### src/uecr_pkg.sv
// Package for the ultrasonic echo ranger: register indexes, reset values,
// distance codes and clock limits. Used by ultrasonic_echo_ranger_with_clock_top.
package uecr_pkg;

  localparam int DIST_W = 16;
  localparam int IVL_W  = 20;
  localparam int DIV_W  = 8;
  localparam int IPS_W  = 4;
  localparam int CFG_W  = 20;
  localparam int IDX_W  = 2;

  localparam logic [IDX_W-1:0] REG_INTERVAL_TICKS = 2'd0;
  localparam logic [IDX_W-1:0] REG_ECHO_DIVISOR   = 2'd1;
  localparam logic [IDX_W-1:0] REG_INTERVALS_PS   = 2'd2;

  localparam logic [IVL_W-1:0] INTERVAL_RESET = 20'd100000;
  localparam logic [DIV_W-1:0] DIVISOR_RESET  = 8'd58;
  localparam logic [IPS_W-1:0] IPS_RESET      = 4'd10;

  localparam logic [DIST_W-1:0] NO_ECHO  = 16'hFFFF;
  localparam logic [DIST_W-1:0] MAX_DIST = 16'hFFFE;

  localparam logic [5:0] SEC_LIMIT  = 6'd60;
  localparam logic [5:0] MIN_LIMIT  = 6'd60;
  localparam logic [4:0] HOUR_LIMIT = 5'd24;

endpackage

### src/ultrasonic_echo_ranger_with_clock_top.sv
// Echo ranger top level: tick handling, bit-serial divider, 24-hour clock.
// Depends on uecr_pkg.
//
// Usage: each request on the input channel (in_valid/in_ready, echo_level)
// is one microsecond tick with the sampled echo level. Every tick gives
// exactly one result on the output channel (out_valid/out_ready): the
// latest distance, a done flag for a falling edge that closed a
// measurement, the interval trigger strobe, and the clock time.
// Configuration registers are written through cfg_we/cfg_index/cfg_data:
// index 0 interval ticks, 1 echo divisor, 2 intervals per second. The
// user must write them only while the block is idle; it is not enforced.
// Flow: a tick without a measurement goes from S_IDLE to S_PUSH, which
// loads the output register. A tick whose falling edge closes a pulse
// with no counter wrap first runs the restoring divider in S_DIV, one
// quotient bit per cycle, and then goes on to S_PUSH.
// One tick is in work at a time; the next is taken once the result has
// moved to the output register, even while that register waits.
// Reset: synchronous, clears all counters and the clock and restores the
// register defaults. A stalled receiver holds the output register and,
// once the next result is ready, the block waits for it too.
module ultrasonic_echo_ranger_with_clock_top #(
  parameter int COUNT_WIDTH = 16
) (
  input  logic                        clk,
  input  logic                        rst,
  input  logic                        cfg_we,
  input  logic [uecr_pkg::IDX_W-1:0]  cfg_index,
  input  logic [uecr_pkg::CFG_W-1:0]  cfg_data,
  input  logic                        in_valid,
  output logic                        in_ready,
  input  logic                        echo_level,
  output logic                        out_valid,
  input  logic                        out_ready,
  output logic [uecr_pkg::DIST_W-1:0] distance,
  output logic                        measurement_done,
  output logic                        trigger_pulse,
  output logic [4:0]                  clock_hours,
  output logic [5:0]                  clock_minutes,
  output logic [5:0]                  clock_seconds
);

  localparam int CNT_W = $clog2(COUNT_WIDTH + 1);
  localparam int QW    = (COUNT_WIDTH > uecr_pkg::DIST_W) ? COUNT_WIDTH : uecr_pkg::DIST_W;

  localparam logic [1:0] S_IDLE = 2'd0;
  localparam logic [1:0] S_DIV  = 2'd1;
  localparam logic [1:0] S_PUSH = 2'd2;

  logic [1:0] state;

  // configuration
  logic [uecr_pkg::IVL_W-1:0] interval_ticks;
  logic [uecr_pkg::DIV_W-1:0] echo_divisor;
  logic [uecr_pkg::IPS_W-1:0] intervals_per_second;

  // ranging and clock state
  logic [uecr_pkg::IVL_W-1:0]  interval_count;
  logic [COUNT_WIDTH-1:0]      time_count;
  logic                        wrap_flag;
  logic                        awaiting_fall;
  logic [COUNT_WIDTH-1:0]      start_capture;
  logic                        previous_echo;
  logic [uecr_pkg::DIST_W-1:0] last_distance;
  logic [uecr_pkg::IPS_W-1:0]  tenths_count;
  logic [5:0]                  seconds_count;
  logic [5:0]                  minutes_count;
  logic [4:0]                  hours_count;

  logic pend_done;
  logic pend_trig;

  // divider
  logic [COUNT_WIDTH-1:0]      div_q;
  logic [uecr_pkg::DIV_W-1:0]  div_rem;
  logic [uecr_pkg::DIV_W-1:0]  div_den;
  logic [CNT_W-1:0]            div_count;
  logic [uecr_pkg::DIV_W:0]    rem_sh;
  logic                        q_bit;
  logic [uecr_pkg::DIV_W:0]    rem_diff;
  logic [COUNT_WIDTH-1:0]      q_fin;
  logic [QW-1:0]               q_ext;
  logic [uecr_pkg::DIST_W-1:0] q_sat;

  // tick step
  logic                        rising;
  logic                        falling;
  logic                        start_pulse;
  logic                        end_pulse;
  logic                        wrap_flag_next;
  logic [COUNT_WIDTH-1:0]      tc_inc;
  logic [COUNT_WIDTH-1:0]      time_count_next;
  logic [COUNT_WIDTH-1:0]      span;
  logic [uecr_pkg::IVL_W-1:0]  ic_inc;
  logic                        interval_end;
  logic [uecr_pkg::IPS_W-1:0]  tenths_inc;
  logic                        sec_step;
  logic                        min_step;
  logic                        hour_step;
  logic [5:0]                  sec_inc;
  logic [5:0]                  min_inc;
  logic [4:0]                  hour_inc;
  logic                        accept;
  logic                        push;

  assign in_ready = (state == S_IDLE);
  assign accept   = in_valid && in_ready;
  assign push     = !out_valid || out_ready;

  always_comb begin
    rising      = echo_level && !previous_echo;
    falling     = !echo_level && previous_echo;
    start_pulse = !awaiting_fall && rising;
    end_pulse   = awaiting_fall && falling;
    span        = time_count - start_capture;

    wrap_flag_next = start_pulse ? 1'b0 : wrap_flag;
    tc_inc         = time_count + COUNT_WIDTH'(1);
    if (tc_inc == '0) begin
      wrap_flag_next = 1'b1;
    end

    ic_inc          = interval_count + uecr_pkg::IVL_W'(1);
    interval_end    = (ic_inc >= interval_ticks);
    time_count_next = interval_end ? '0 : tc_inc;

    tenths_inc = tenths_count + uecr_pkg::IPS_W'(1);
    sec_inc    = seconds_count + 6'd1;
    min_inc    = minutes_count + 6'd1;
    hour_inc   = hours_count + 5'd1;
    sec_step   = interval_end && (tenths_inc >= intervals_per_second);
    min_step   = sec_step && (sec_inc >= uecr_pkg::SEC_LIMIT);
    hour_step  = min_step && (min_inc >= uecr_pkg::MIN_LIMIT);
  end

  // one restoring step per cycle
  always_comb begin
    rem_sh   = {div_rem, div_q[COUNT_WIDTH-1]};
    rem_diff = rem_sh - {1'b0, div_den};
    q_bit    = (rem_sh >= {1'b0, div_den});
    q_fin    = {div_q[COUNT_WIDTH-2:0], q_bit};
    q_ext    = QW'(q_fin);
    if (div_den == '0 || q_ext > QW'(uecr_pkg::MAX_DIST)) begin
      q_sat = uecr_pkg::MAX_DIST;
    end else begin
      q_sat = q_ext[uecr_pkg::DIST_W-1:0];
    end
  end

  always_ff @(posedge clk) begin
    if (rst) begin
      state                <= S_IDLE;
      out_valid            <= 1'b0;
      interval_ticks       <= uecr_pkg::INTERVAL_RESET;
      echo_divisor         <= uecr_pkg::DIVISOR_RESET;
      intervals_per_second <= uecr_pkg::IPS_RESET;
      interval_count       <= '0;
      time_count           <= '0;
      wrap_flag            <= 1'b0;
      awaiting_fall        <= 1'b0;
      start_capture        <= '0;
      previous_echo        <= 1'b0;
      last_distance        <= '0;
      tenths_count         <= '0;
      seconds_count        <= '0;
      minutes_count        <= '0;
      hours_count          <= '0;
      pend_done            <= 1'b0;
      pend_trig            <= 1'b0;
      div_count            <= '0;
    end else begin
      if (cfg_we) begin
        case (cfg_index)
          uecr_pkg::REG_INTERVAL_TICKS: interval_ticks <= cfg_data;
          uecr_pkg::REG_ECHO_DIVISOR:
            echo_divisor <= cfg_data[uecr_pkg::DIV_W-1:0];
          uecr_pkg::REG_INTERVALS_PS:
            intervals_per_second <= cfg_data[uecr_pkg::IPS_W-1:0];
          default: ;
        endcase
      end

      // a push in the same cycle reloads the register instead
      if (out_valid && out_ready && state != S_PUSH) begin
        out_valid <= 1'b0;
      end

      unique case (state)
        S_IDLE: begin
          if (accept) begin
            previous_echo <= echo_level;
            if (start_pulse) begin
              start_capture <= time_count;
              awaiting_fall <= 1'b1;
            end
            if (end_pulse) begin
              awaiting_fall <= 1'b0;
              if (wrap_flag) begin
                last_distance <= uecr_pkg::NO_ECHO;
              end
            end
            wrap_flag      <= wrap_flag_next;
            time_count     <= time_count_next;
            interval_count <= interval_end ? '0 : ic_inc;
            if (interval_end) begin
              tenths_count <= sec_step ? '0 : tenths_inc;
            end
            if (sec_step) begin
              seconds_count <= min_step ? '0 : sec_inc;
            end
            if (min_step) begin
              minutes_count <= hour_step ? '0 : min_inc;
            end
            if (hour_step) begin
              hours_count <= (hour_inc >= uecr_pkg::HOUR_LIMIT) ? '0 : hour_inc;
            end
            pend_done <= end_pulse;
            pend_trig <= interval_end;
            // start the divider on a clean pulse end
            div_q     <= span;
            div_rem   <= '0;
            div_den   <= echo_divisor;
            div_count <= CNT_W'(COUNT_WIDTH);
            state     <= (end_pulse && !wrap_flag) ? S_DIV : S_PUSH;
          end
        end
        S_DIV: begin
          div_q     <= q_fin;
          div_rem   <= q_bit ? rem_diff[uecr_pkg::DIV_W-1:0]
                             : rem_sh[uecr_pkg::DIV_W-1:0];
          div_count <= div_count - CNT_W'(1);
          if (div_count == CNT_W'(1)) begin
            last_distance <= q_sat;
            state         <= S_PUSH;
          end
        end
        S_PUSH: begin
          // hold the result until the output register frees up
          if (push) begin
            out_valid        <= 1'b1;
            distance         <= last_distance;
            measurement_done <= pend_done;
            trigger_pulse    <= pend_trig;
            clock_hours      <= hours_count;
            clock_minutes    <= minutes_count;
            clock_seconds    <= seconds_count;
            state            <= S_IDLE;
          end
        end
        default: state <= S_IDLE;
      endcase
    end
  end

  a_rem_below_den: assert property (@(posedge clk) disable iff (rst)
    (state == S_DIV && div_den != '0) |-> (div_rem < div_den))
    else $error("divider remainder not below divisor");

  a_busy_after_accept: assert property (@(posedge clk) disable iff (rst)
    accept |=> !in_ready)
    else $error("request accepted while previous tick still in work");

  a_div_count_range: assert property (@(posedge clk) disable iff (rst)
    (state == S_DIV) |-> (div_count != '0 && div_count <= CNT_W'(COUNT_WIDTH)))
    else $error("divider step count out of range");

  a_clock_range: assert property (@(posedge clk) disable iff (rst)
    out_valid |-> (clock_seconds < uecr_pkg::SEC_LIMIT &&
                   clock_minutes < uecr_pkg::MIN_LIMIT &&
                   clock_hours < uecr_pkg::HOUR_LIMIT))
    else $error("clock field out of range");

  a_div_from_fall: assert property (@(posedge clk) disable iff (rst)
    (state == S_DIV) |-> (pend_done && !awaiting_fall))
    else $error("divider running without a closed pulse");

endmodule

### config.mk
export PLATFORM = sky130hd
export DESIGN_NAME = ultrasonic_echo_ranger_with_clock_top
export DESIGN_NICKNAME = d
export VERILOG_FILES = /design/src/uecr_pkg.sv /design/src/ultrasonic_echo_ranger_with_clock_top.sv
export SDC_FILE = /design/constraint.sdc
export NUM_CORES = 1
export LEC_CHECK = 0
export BUFFER_PORTS_ARGS = -buffer_cell sky130_fd_sc_hd__buf_2
export CELL_PAD_IN_SITES_DETAIL_PLACEMENT = 1
export CELL_PAD_IN_SITES_GLOBAL_PLACEMENT = 2
export CORE_MARGIN = 3
export CORE_UTILIZATION = 35
export DETAILED_ROUTE_END_ITERATION = 10
export GPL_ROUTABILITY_DRIVEN = 0
export MAX_ROUTING_LAYER = met4
export PLACE_DENSITY = 0.86
export SYNTH_ARGS = -nofsm -noshare
export SYNTH_HDL_FRONTEND = slang
export SYNTH_SLANG_ARGS = --single-unit
### constraint.sdc
create_clock -name clk -period 3.8 [get_ports clk]
set_input_delay 0.57 -clock clk [delete_from_list [all_inputs] [get_ports clk]]
set_output_delay 0.57 -clock clk [all_outputs]
set_load 0.05 [all_outputs]
Yosys cells after proc, flatten, opt, wreduce, memory -nomap -nowiden
Index checks and enable logic that the tools add are counted.
{ "op_classes": {"add_sub_neg": 9, "multipliers": 0, "div_mod_pow": 0, "magnitude_cmp": 7, "eq_ne": 11, "n_shift": 0, "mux": 31, "n_bitwise": 1, "reduce_logical": 42} }
{ "op_table": {"columns": ["cell", "n"], "rows": [
  ["2-to-1 mux 16 bit", 7],
  ["one-hot mux 16 bit (2 select lines)", 2],
  ["AND reduction 3 bit", 11],
  ["adder 20 x 1 -> 20 bit, second input constant", 1],
  [">= comparator 20 bit", 1],
  ["2-to-1 mux 20 bit", 1],
  ["adder 16 x 1 -> 16 bit, second input constant", 1],
  ["> comparator 16 bit, second input constant", 1],
  ["zero test 16 bit", 1],
  ["2-to-1 mux 8 bit", 2],
  ["one-hot mux 8 bit (2 select lines)", 1],
  ["subtractor 16 bit", 1],
  ["adder 6 x 1 -> 6 bit, second input constant", 2],
  [">= comparator 6 bit, second input constant", 2],
  ["2-to-1 mux 6 bit", 2],
  ["logical AND 1 bit", 11],
  ["2-to-1 mux 5 bit", 2],
  ["one-hot mux 5 bit (2 select lines)", 1],
  ["AND reduction 2 bit", 5],
  [">= comparator 9 x 8 -> 1 bit", 1],
  ["zero test 8 bit", 1],
  ["2-to-1 mux 2 bit", 4],
  ["subtractor 8 bit", 1],
  ["2-to-1 mux 1 bit", 7],
  ["18 further kinds", 32]
]} }
{ "totals": {"ff_bits": 201, "latchBits": 0, "ramBits": 0, "rom_bits": 0, "in_bits": 28, "word_cells": 129, "mem_count": 0} }

Depth between registers and ports, before layout
{ "depth": {"word_depth": 7, "ltp_mapped": 18, "depth_no_buf": 16} }

Worst setup path before layout
Ideal clock, no wire load.
{ "synth_timing": {"path_kind": "in2reg", "from": "input rst", "to": "register clock_hours[0] (enable)", "arrival_time_ps": 3585, "path_slack_ps": -263, "path_stages": 3, "cell_sequence": "clkbuf_1 > clkbuf_1 > nor3b_1"} }
{ "synth_via": {"elab_chain_cells": 2} }
{ "synth_rtl": {"columns": ["element", "line_no", "source"], "rows": [
  ["start: declaration", "ultrasonic_echo_ranger_with_clock_top.sv:25", "input logic rst,"],
  ["inverter 1 bit (no line)", null, null],
  ["AND reduction 3 bit (no line)", null, null],
  ["end signal: assignment", "ultrasonic_echo_ranger_with_clock_top.sv:243", "clock_hours <= hours_count;"],
  ["end: declaration", "ultrasonic_echo_ranger_with_clock_top.sv:37", "output logic [4:0] clock_hours,"]
]} }
Every way passes these cells.
A chain may end at the register's enable or synchronous reset.

Worst setup path after layout
{ "layout_timing": {"from": "register interval_count[3] (netlist bit)", "to": "register time_count[9]"} }
{ "layout_via": {"elab_chain_cells": 3} }
{ "layout_rtl": {"columns": ["element", "line_no", "source"], "rows": [
  ["start: declaration", "ultrasonic_echo_ranger_with_clock_top.sv:57", "logic [uecr_pkg::IVL_W-1:0] interval_count;"],
  ["start signal: assignment", "ultrasonic_echo_ranger_with_clock_top.sv:203", "interval_count <= interval_end ? '0 : ic_inc;"],
  ["adder 20 x 1 -> 20 bit", "ultrasonic_echo_ranger_with_clock_top.sv:122", "ic_inc = interval_count + uecr_pkg::IVL_W'(1);"],
  [">= comparator 20 bit", "ultrasonic_echo_ranger_with_clock_top.sv:123", "interval_end = (ic_inc >= interval_ticks);"],
  ["2-to-1 mux 16 bit", "ultrasonic_echo_ranger_with_clock_top.sv:124", "time_count_next = interval_end ? '0 : tc_inc;"],
  ["end signal: assignment", "ultrasonic_echo_ranger_with_clock_top.sv:202", "time_count <= time_count_next;"],
  ["end: declaration", "ultrasonic_echo_ranger_with_clock_top.sv:58", "logic [COUNT_WIDTH-1:0] time_count;"]
]} }
Every way passes these cells.

==> metrics list <==
- Outcome: completed
- The slowest stage of the critical path is the dfxtp_1 cell.
* Largest buffer count on any clock path: 3
- The worst path meets setup with 0.2770 ns of slack.
* Cell chosen for the clock root: clkbuf_16
- Highest-count cells in the layout ignoring fill and taps: nand2_1, dfxtp_1, nor2_1, a21oi_1, edfxtp_1
* Power density over the cells: roughly 430 nW/um2
- Wirelength, routed: roughly 25,000 um
- Syn Inst Count: about 1,100
* Fin nets: approximately 1,300
- Tightest slew margin relative to the limit: 42.70%
* Async set-or-reset flop fraction in the synthesized netlist: 0%
- Global-route usage over all layers: roughly 17%
- Delay of the slowest cell on the worst path: 0.36 ns
* Number of endpoints with negative hold slack in the final report: 0
- Main synth FF type: dfxtp_1
- Filler Cell Count: approximately 3,300
- Number of CTS-inserted buffers: 25
- Data on the critical path arrives at its endpoint at 3.98 ns.
- Setup violations remaining at the end of the flow were counted as 0.
* Cell area after technology mapping: ~10,000 um2
- In the synthesized netlist, mux cells make up 1.187% of the area.
- Clock skew on the completed layout was measured at 0.02050 ns.
- Timing would allow up to ~280 MHz.
- After synthesis, the netlist uses between 70 and 80 different library cells.
* DP HPWL: around 18,000 um
- Proportion of synthesized chip area in sequential cells: between 40% and 50%
- CTS clock-pin slew for the worst setup and hold paths: 0.06 ns
- Maximum VDD drop: ~0.29 mV
- Routed length per placed instance: roughly 16 um
- Setup slack at placement: around 0.13 ns
- Cells traversed along the worst timing path: and2_2, and4_1, and3_1, nand4_1, nor2_1, xor2_1, ha_1, a21o_1, a21o_1, or2_2, o22a_2, nand2b_1, or3_1, a21oi_1
* Ports placed on the boundary: 65
- The worst register-to-register path has a depth of 14.
* Kind of launch point of the worst setup path: flop
* Reg2Reg Capture Point: time_count[9]
- Combinational family with the most area after synthesis: simple AND/OR/NAND/NOR gates
* Fraction of layout instances using a drive strength above 1: 12.61%
* Post-layout instance area: 11,770 um2
- Total power for the finished layout comes to ~5.1 mW.
- Die outline height: roughly 180 um
* Crit path required time: approximately 4.3 ns
* Most numerous cell on the critical path: a21o_1
- The Yosys step of the flow raised 0 warnings.
- Adder-Cell Fraction of Synth Area: 7.196%
- Each instance of the synthesized netlist takes up on average slightly above 9 um2.
- Summing over every cut layer, the via total after detailed routing is between 8,000 and 9,000.
* Share of the synthesized area in compound gates (AO/OA/AOI/OAI): between 15 and 20%
- After detailed routing, the number of remaining DRC violations is 0.
- The pre-antenna-repair detailed-routing pass consisted of 4 iterations.
- TritonCTS clock tree: yes
- # H-tree levels: 1
* Area enclosed by the die boundary: between 30,000 and 40,000 um2
- Of all nets on the critical path, the largest fanout is 5.
* Number of pins with negative max-slew slack in the final report: 0
* Worst hold slack after final layout: approximately 0.25 ns
- Adding up every negative setup slack in the final design gives 0 ns.
- Initial antenna violation count: 0
- Num Clock Sinks: ~200
- The startpoint identified for the worst register-to-register timing path is interval_count[3].
* Leftover overflow at the end of global routing: 0
- Setup repair after global routing missed its margin: no
* Maximum number of pins on one net before global-route repair: 69
* Capture endpoint of the worst hold path: interval_ticks[10]
- Fraction of synthesized cell area in xor and xnor cells: between 4 and 5%
* Cell area after placement: 10,870 um2
- Wire length of the first global-routing pass: between 40,000 and 50,000 um
- The number of global-route vias before repair came to 8,133.
* Leakage: between 4 and 5 nW
- In the finished design, the share of the clock period the worst path needs comes to 92.71%.
- The worst hold path begins at cfg_data[10].
* Post-Synthesis Net Count: approximately 1,200
- Across all register-to-register paths, the minimum setup slack is about 0.28 ns.
- At the pin with the least slew margin, the transition time is 0.8595 ns.
- The region available for standard cell placement spans 28,160 um2.
- Critical setup path kind: reg2reg
- Cells fill roughly two fifths of the core in the end.
- CTS hold repair buffers: 0
- The area growth from synthesis to layout is 16.33%.
- Buffers on Ports: 64
* Worst hold-check path type: in2reg
- Summed over all instances, the cell type with the most area after synthesis is dfxtp_1.
- Ant. Diodes: 0
- Portion of synthesized cell area occupied by the leading cell type: about a quarter
- The detailed router finished its first iteration with just under 400 violations.
- Vias/cell: slightly above 5
* Synth Register Bits: between 200 and 250
- After layout, the minimum clock period comes to approximately 3.5 ns.
* Floorplan row count: between 60 and 70
- Most common cell after layout, fill and taps aside: nand2_1
- Simple-gate area share of the yosys netlist: between 20% and 30%
* Number of synthesized flops with an enable pin: 67
- After synthesis, the cell types taking the most area are dfxtp_1, edfxtp_1, ha_1.
- # Max-Cap Violations: 0
- The count of nets left with antenna violations once routing finished came out at 0.
- Critical Path End Type: flop
- Clock latency on the worst-skew pair, taken at its later pin, is roughly 0.54 ns.
- Counting tap cells, the placed design contains a total of 1,524 instances.
- Number of cells in the finished layout apart from fillers: 1,575
- From left edge to right edge, the die measures between 150 and 200 um.
- For this configuration, the core starts out at a cell density of a little over a third.
* Instance count along the most critical hold path: 2
[report_power, final]
part	switching, mW	internal (mW)
Combinational	0.238	0.133
Sequential	0.0401	2.27
Clock	0.939	1.48
Total	1.22	3.89
[layout make-up]
class / count / area [um2] / share of cell area, %
multi-input cells: 804 / 5032 / 42.75
clock inverters: 13 / 157.7 / 1.339
flip-flops and latches: 201 / 4695 / 39.88
inverters: 59 / 221.5 / 1.881
well taps: 378 / 473.0 / 4.017
repair buffers: 87 / 508.0 / 4.315
clock buffers: 33 / 685.7 / 5.824
[how the worst max path moves through the flow]
| stage | cells after the start | end | slack, ns | startpoint |
|---|---|---|---|---|
| 3_5_place_dp | 16 | time_count[9] | 0.13 | interval_count[3] |
| 5_1_grt | 17 | time_count[6] | 0.02 | interval_count[3] |
| 4_1_cts | 16 | time_count[9] | 0.06 | interval_count[3] |
| 2_1_floorplan | 17 | time_count[3] | 0.51 | interval_count[2] |
| 6_report | 14 | time_count[9] | 0.28 | interval_count[3] |
| 3_3_place_gp | 14 | tenths_count[2] | 0.18 | interval_count[3] |
[per-layer routing]
layer / share of wire [%] / GRT usage (%) / wire, um
met1: 48 / 21.98 / 11990
met2: 47 / 27.37 / 11780
met3: 3.2 / 2.172 / 794
met4: 2.3 / 4.388 / 575
met5: 0 / - / 0
[synth_stat cells, drive strengths merged, types with 4 or more instances]
| cell | n |
|---|---|
| a211o | 6 |
| a211oi | 8 |
| a21o | 10 |
| a21oi | 107 |
| a22o | 7 |
| a31oi | 12 |
| and2 | 7 |
| and3 | 10 |
| buf | 14 |
| clkbuf | 35 |
| dfxtp | 134 |
| edfxtp | 67 |
| ha | 55 |
| inv | 59 |
| mux2i | 12 |
| nand2 | 140 |
| nand2b | 21 |
| nand3 | 28 |
| nand3b | 10 |
| nand4 | 14 |
| nor2 | 117 |
| nor2b | 20 |
| nor3 | 25 |
| nor3b | 4 |
| nor4 | 4 |
| o2111ai | 4 |
| o21a | 22 |
| o21ai | 39 |
| o31ai | 7 |
| or2 | 5 |
| or3 | 11 |
| xnor2 | 31 |
| xor2 | 24 |
[state kept, by name, summed over array words and instances, names as in the netlist, 8 cells and up]
name	cells
interval_ticks	20
div_den	8
div_rem	8
time_count	16
echo_divisor	8
start_capture	16
last_distance	16
distance	16
div_q	16
interval_count	20
[cell families after synthesis]
logic type | Yosys count
flip-flops | 201
buffers and inverters | 108
multiplexers | 12
AND/OR/NAND/NOR | 427
adder cells (fa/ha/maj) | 57
XOR/XNOR | 55
AO/OA/AOI/OAI | 252
[worst max-delay path: cells and delay by family, from the launching register on]
kind / cells / cell delay, ns
adders and majority gates: 1 / 0.28
AOI/OAI and AO/OA: 4 / 0.75
xor gates and xnor gates: 1 / 0.20
and+or+nand+nor: 8 / 1.85
DFF: 1 / 0.36
[timing repair]
| action | 4_1_cts | 5_1_grt |
|---|---|---|
| endpoints found under the setup margin | 0 | 49 |
| endpoints found under the hold margin | 0 | 0 |
| gates resized for setup | 0 | 5 |
| setup buffers | 0 | 4 |
No activity file was read; power rests on OpenSTA's default activity.
